**config.mk**
```make
export PLATFORM = sky130hd
export DESIGN_NAME = rsb_csr
export DESIGN_NICKNAME = d
export VERILOG_FILES = /design/src/rtl/rsb_pkg.sv /design/src/rtl/rsb_csr.sv
export SDC_FILE = /design/constraint.sdc
export NUM_CORES = 1
export LEC_CHECK = 0
export BUFFER_PORTS_ARGS = -buffer_cell sky130_fd_sc_hd__buf_2
export CORE_MARGIN = 5
export CORE_UTILIZATION = 45
export DETAILED_ROUTE_END_ITERATION = 10
export PLACE_DENSITY = 0.76
export SLEW_MARGIN = 0
export SYNTH_ARGS = -nofsm -noshare
export SYNTH_HDL_FRONTEND = slang
export SYNTH_SLANG_ARGS = --single-unit
export TNS_END_PERCENT = 50
```
**constraint.sdc**
```tcl
create_clock -name clk -period 1.1 [get_ports clk]
set_input_delay 0.055 -clock clk [delete_from_list [all_inputs] [get_ports clk]]
set_output_delay 0.055 -clock clk [all_outputs]
set_load 0.02 [all_outputs]
```
**src/rtl/rsb_pkg.sv**
```systemverilog
// ----------------------------------------------------------------------------
// Rotated sprite blitter package
// Register map, configuration bundle and action codes shared by the blitter
// top level and its register block.
// ----------------------------------------------------------------------------
package rsb_pkg;

	// Byte address width of the register port: eight 32-bit registers.
	localparam int PADDR_W = 5;

	// Width of the configuration angle registers as held inside the block.
	// The bus writes 16 bits and sign-extends them; the extra bits carry the
	// reset value of one (1 << FRAC_BITS) for fraction widths up to 16.
	localparam int ANGLE_W = 18;

	// Register index (byte address / 4).
	typedef enum logic [2:0] {
		REG_COS_ANGLE     = 3'd0,
		REG_SIN_ANGLE     = 3'd1,
		REG_SPRITE_WIDTH  = 3'd2,
		REG_SPRITE_HEIGHT = 3'd3,
		REG_KEY_COLOR     = 3'd4,
		REG_ORIGIN_X      = 3'd5,
		REG_ORIGIN_Y      = 3'd6,
		REG_DRAWING_ON    = 3'd7
	} reg_idx_t;

	// Input item action codes.
	localparam logic ACTION_LOAD   = 1'b0;
	localparam logic ACTION_RENDER = 1'b1;

	// Reset size of the sprite in both directions.
	localparam logic [6:0] RST_SPRITE_SIZE = 7'd64;

	typedef struct packed {
		logic signed [ANGLE_W-1:0] cos_angle;
		logic signed [ANGLE_W-1:0] sin_angle;
		logic        [6:0]         sprite_width;
		logic        [6:0]         sprite_height;
		logic        [31:0]        key_color;
		logic signed [11:0]        origin_x;
		logic signed [11:0]        origin_y;
		logic                      drawing_on;
	} cfg_t;

endpackage

```
**src/rtl/rsb_csr.sv**
```systemverilog
// ----------------------------------------------------------------------------
// Rotated sprite blitter register block
// APB-style register port with zero wait states; holds the rotation,
// sprite size, color key, screen origin and drawing enable, and reads them back.
// ----------------------------------------------------------------------------
module rsb_csr #(
	parameter int FRAC_BITS = 14
) (
	input  logic                        clk,
	input  logic                        arst_n,
	input  logic                        psel,
	input  logic                        penable,
	input  logic                        pwrite,
	input  logic [rsb_pkg::PADDR_W-1:0] paddr,
	input  logic [31:0]                 pwdata,
	output logic [31:0]                 prdata,
	output logic                        pready,
	output rsb_pkg::cfg_t               cfg
);

	rsb_pkg::cfg_t     cfg_q;
	rsb_pkg::reg_idx_t idx;
	logic              wr_en;

	assign pready = 1'b1;
	assign idx    = rsb_pkg::reg_idx_t'(paddr[rsb_pkg::PADDR_W-1:2]);
	assign wr_en  = psel && penable && pwrite;
	assign cfg    = cfg_q;

	always_ff @(posedge clk or negedge arst_n) begin
		if (!arst_n) begin
			cfg_q.cos_angle     <= rsb_pkg::ANGLE_W'(1 << FRAC_BITS);
			cfg_q.sin_angle     <= '0;
			cfg_q.sprite_width  <= rsb_pkg::RST_SPRITE_SIZE;
			cfg_q.sprite_height <= rsb_pkg::RST_SPRITE_SIZE;
			cfg_q.key_color     <= '0;
			cfg_q.origin_x      <= '0;
			cfg_q.origin_y      <= '0;
			cfg_q.drawing_on    <= 1'b1;
		end else if (wr_en) begin
			unique case (idx)
				rsb_pkg::REG_COS_ANGLE: begin
					cfg_q.cos_angle <= rsb_pkg::ANGLE_W'($signed(pwdata[15:0]));
				end
				rsb_pkg::REG_SIN_ANGLE: begin
					cfg_q.sin_angle <= rsb_pkg::ANGLE_W'($signed(pwdata[15:0]));
				end
				rsb_pkg::REG_SPRITE_WIDTH:  cfg_q.sprite_width  <= pwdata[6:0];
				rsb_pkg::REG_SPRITE_HEIGHT: cfg_q.sprite_height <= pwdata[6:0];
				rsb_pkg::REG_KEY_COLOR:     cfg_q.key_color     <= pwdata;
				rsb_pkg::REG_ORIGIN_X:      cfg_q.origin_x      <= $signed(pwdata[11:0]);
				rsb_pkg::REG_ORIGIN_Y:      cfg_q.origin_y      <= $signed(pwdata[11:0]);
				rsb_pkg::REG_DRAWING_ON:    cfg_q.drawing_on    <= pwdata[0];
			endcase
		end
	end

	// Read back signed registers sign-extended.
	always_comb begin
		prdata = '0;
		unique case (idx)
			rsb_pkg::REG_COS_ANGLE:     prdata = 32'(cfg_q.cos_angle);
			rsb_pkg::REG_SIN_ANGLE:     prdata = 32'(cfg_q.sin_angle);
			rsb_pkg::REG_SPRITE_WIDTH:  prdata = 32'(cfg_q.sprite_width);
			rsb_pkg::REG_SPRITE_HEIGHT: prdata = 32'(cfg_q.sprite_height);
			rsb_pkg::REG_KEY_COLOR:     prdata = cfg_q.key_color;
			rsb_pkg::REG_ORIGIN_X:      prdata = 32'(cfg_q.origin_x);
			rsb_pkg::REG_ORIGIN_Y:      prdata = 32'(cfg_q.origin_y);
			rsb_pkg::REG_DRAWING_ON:    prdata = 32'(cfg_q.drawing_on);
		endcase
	end

endmodule

```
==> summary.txt <==
Placement
  • Dpl ws: -0.370 ns
  • GP Congestion: 0.857
  • Post-DP HPWL: 11.4 mm
  • IO buf count: 178

Detailed routing
  • Routed length per instance: 20.1 um
  • DRC errors left: 0
  • 1st-pass router iterations: 4
  • Via count: 4238
  • Routed WL: 16.1 mm
  • Vias per inst: 5.28
  • Post-route ant nets: 0
  • First DRT Iteration DRCs: 217

Timing
  • Setup violators final: 37
  • Max Clock Skew: 0 ns
  • RSZ-0062 raised after global routing: yes
  • Final hold vios: 0
  • Setup ws final: -0.631 ns
  • Worst slew pin tran: 0.511 ns
  • Hold Slack: 0.0185 ns
  • Relative slew slack: 65.9%
  • Tmin final: 1.73 ns
  • Peak Freq: 578 MHz
  • Final critical-path share of the clock period: 157%
  • Max-slew violations: 0

Floorplan
  • Die area: 13400 um2
  • IO Pins: 182
  • Site Rows: 38
  • Die width: 116 um
  • Initial Util: 46.1%
  • Die Y: 116 um
  • Core area: 10900 um2

Yosys
  • Syn Area/Cell: 13.2 um2
  • Mapped Cells: 382
  • Post-synthesis sequential area ratio: 51.2%
  • Area of the mapped netlist: 5050 um2
  • #FFs+latches synth: 103
  • Syn_nets: 424
  • Synth warn: 0
  • Synth unique cells: 42

Layout
  • Max reg flops: 103
  • N_diodes: 0
  • Fillers: 712
  • Layout cells sized above 1: 66.9%
  • Multi-input logic area: 2490 um2
  • FF+latch area: 2600 um2
  • Final net count: 699
  • Area delta synth->final: 56.8%

Clocking
  • Clock Pin Slew Worst Setup and Hold Paths: 0.07 ns
  • Htree depth: 3
  • Clock Sinks: 103
  • TritonCTS clock tree: yes
  • CTS Root Cell: clkbuf_16
  • Number of buffers created by CTS: 9
  • Clk Latency, worst-skew pair: 0.34 ns
  • Clock Tree Buf Depth: 2

Setup path
  • Critical Path, Cell by Cell: and3b_2 -> o21ai_4 -> o21a_4 -> buf_8 -> a21oi_1 -> buf_4
  • Crit path max-delay family: compound AO/OA/AOI/OAI gates
  • CP startpoint: cfg[24]
  • Worst setup SP type: register
  • Worst path required time: 1.04 ns
  • Reg2Reg Setup Slack: 0.10 ns
  • Crit path depth: 6
  • RR Startpoint: cfg[95]
  • Slowest cell on crit path: dfrtp_2
  • Worst Setup End Kind: primary output
  • Reg2Reg Depth: 3
  • Bufs and invs on worst path: 2
  • CP max FO: 9
  • Reg2reg end: cfg[95]
  • Critical Path Max Stage Delay: 0.40 ns
  • WP data arrival: 1.68 ns
  • Kind of critical path: register to primary output
  • Crit path capture: prdata[19]

Pwr
  • PwrDens: 1730 nW/um2
  • LEAKAGE: 3.88 nW
  • Peak VDD IR: 921 uV

Global route
  • Largest net degree at the start of global routing: 40
  • First-pass GRT wire length: 24.8 mm
  • Number of antenna violations at the first check in global routing: 0
  • Number of global-route vias before repair: 4637
  • GRT Residual Overflow: 0
  • Gr usage total: 24.2%

Run
  • Max_cap viols: 0

Status
  • Failing checks: setup timing
  • Outcome: finished with violations

Worst hold path
  • Worst Hold Path Cells: 2
  • Type of the most critical hold path: input pin to register
==> synth_stat cells (all sizes together) <==
cell    instances  area share [%]
nand4           2            0.84
mux2          102              23
inv             3            0.32
o32ai           1            0.17
and3b           2            0.35
mux2i          15             3.0
a211oi          2            0.30
o32a            1            0.20
nor2b           2            0.25
dfrtp          99              49
a21o            4            0.60
o21ai          24             2.6
mux4            6             2.8
conb            1           0.074
o21a            2            0.30
dfstp           4             2.1
or3             1            0.12
nor4            1            0.42
clkbuf          5            0.37
o221ai          1            0.17
buf            25             4.8
or2             1            0.12
nor2           27             3.1
nand2          10            0.79
o22ai           4            0.50
nor3b           2            0.30
a21oi          34             3.4
nand2b          1            0.12
==> cells by family after synthesis <==
family          count (synthesis)  share of synthesized area, %
other cells                     1                        0.0743
simple gates                   49                          6.47
mux                           123                          28.5
compound gates                 73                          8.28
buf+inv                        33                          5.50
flops                         103                          51.2
==> worst min-delay path by stage <==
stage / slack [ns] / to / start
2_1_floorplan: -0.24 / cfg[100] / arst_n
3_3_place_gp: 0.14 / cfg[101] / arst_n
3_5_place_dp: 0.15 / cfg[102] / arst_n
4_1_cts: 0.003 / cfg[11] / pwdata[10]
5_1_grt: 0.01 / cfg[35] / pwdata[10]
6_report: 0.02 / cfg[11] / pwdata[10]
==> stage by stage <==
| step | instance area, um2 | instances | utilization, % | total power [mW] | TNS (ns) |
|---|---|---|---|---|---|
| floorplan | 5360 | 382 | - | 7.83 | -12.71 |
| global placement | 6940 | 756 | 63.5 | 9.64 | -36.96 |
| detailed placement | 6940 | 756 | 63.5 | 9.79 | -39.95 |
| CTS | 7670 | 799 | 70.1 | 13.4 | -18.02 |
| global route | 7910 | 802 | 72.3 | 14.3 | -19.69 |
| finish | 7910 | 802 | 72.3 | 13.7 | -17.03 |
==> where the power goes <==
group	switching, mW	internal (mW)
Clock	1.44	1.83
Sequential	0.556	4.57
Combinational	2.68	2.63
Total	4.68	9.02
==> layout make-up <==
cell class	count	area share (%)
clock inverter	5	0.712
tap	140	2.21
multi-input combinational	246	31.5
clock buffer	11	3.07
timing repair buffer	294	29.5
inverter	3	0.237
sequential	103	32.8
==> layout by cell type, fill, tap and decap left out, types with 2 or more instances in the layout <==
| cell type | Yosys | final |
|---|---|---|
| dfrtp_1 | 99 | 88 |
| buf_6 | 10 | 55 |
| clkbuf_16 | 0 | 9 |
| nor2_1 | 19 | 16 |
| o21a_4 | 0 | 2 |
| nor2_8 | 2 | 2 |
| mux2_2 | 98 | 61 |
| buf_2 | 1 | 120 |
| clkinv_2 | 0 | 2 |
| a21oi_1 | 33 | 20 |
| mux2_4 | 0 | 37 |
| o22ai_1 | 4 | 4 |
| mux2i_1 | 15 | 15 |
| a21oi_2 | 1 | 4 |
| a21oi_4 | 0 | 10 |
| nand2_2 | 1 | 2 |
| a211oi_1 | 2 | 2 |
| dlygate4sd3_1 | 0 | 24 |
| a21o_1 | 4 | 4 |
| nand4_4 | 2 | 2 |
| nor2_2 | 4 | 5 |
| nand2_1 | 9 | 8 |
| nor2_4 | 2 | 4 |
| mux4_2 | 5 | 6 |
| buf_4 | 12 | 82 |
| buf_12 | 1 | 12 |
| o21ai_0 | 23 | 22 |
| dfstp_2 | 4 | 4 |
| nor3b_1 | 2 | 2 |
| dfrtp_2 | 0 | 11 |
| mux2_1 | 4 | 4 |
==> repair_timing <==
item                                    4_1_cts  5_1_grt
setup buffers                                 2        7
hold endpoints to repair                    137        0
pin swaps                                     4       11
gates resized for setup                      48       83
gates cloned                                  1        0
hold buffers                                 24        0
endpoints found under the setup margin       44       89
==> worst register-to-register path, cell delays in order, from the launching register on <==
cell	delay (ns)
dfrtp_2	0.41
buf_6	0.12
buf_6	0.11
mux2_2	0.25
==> per-layer routing <==
| layer | GRT usage, % | vias up | part of all wire (%) |
|---|---|---|---|
| met2 | 42.4 | 180 | 50 |
| met4 | 6.26 | 0 | 1.2 |
| met1 | 29.4 | 2123 | 41 |
| met3 | 7.00 | 17 | 7.9 |
| met5 | 0 | - | 0 |
| li1 | - | 1918 | - |
Power figures use the tool's default switching activity.
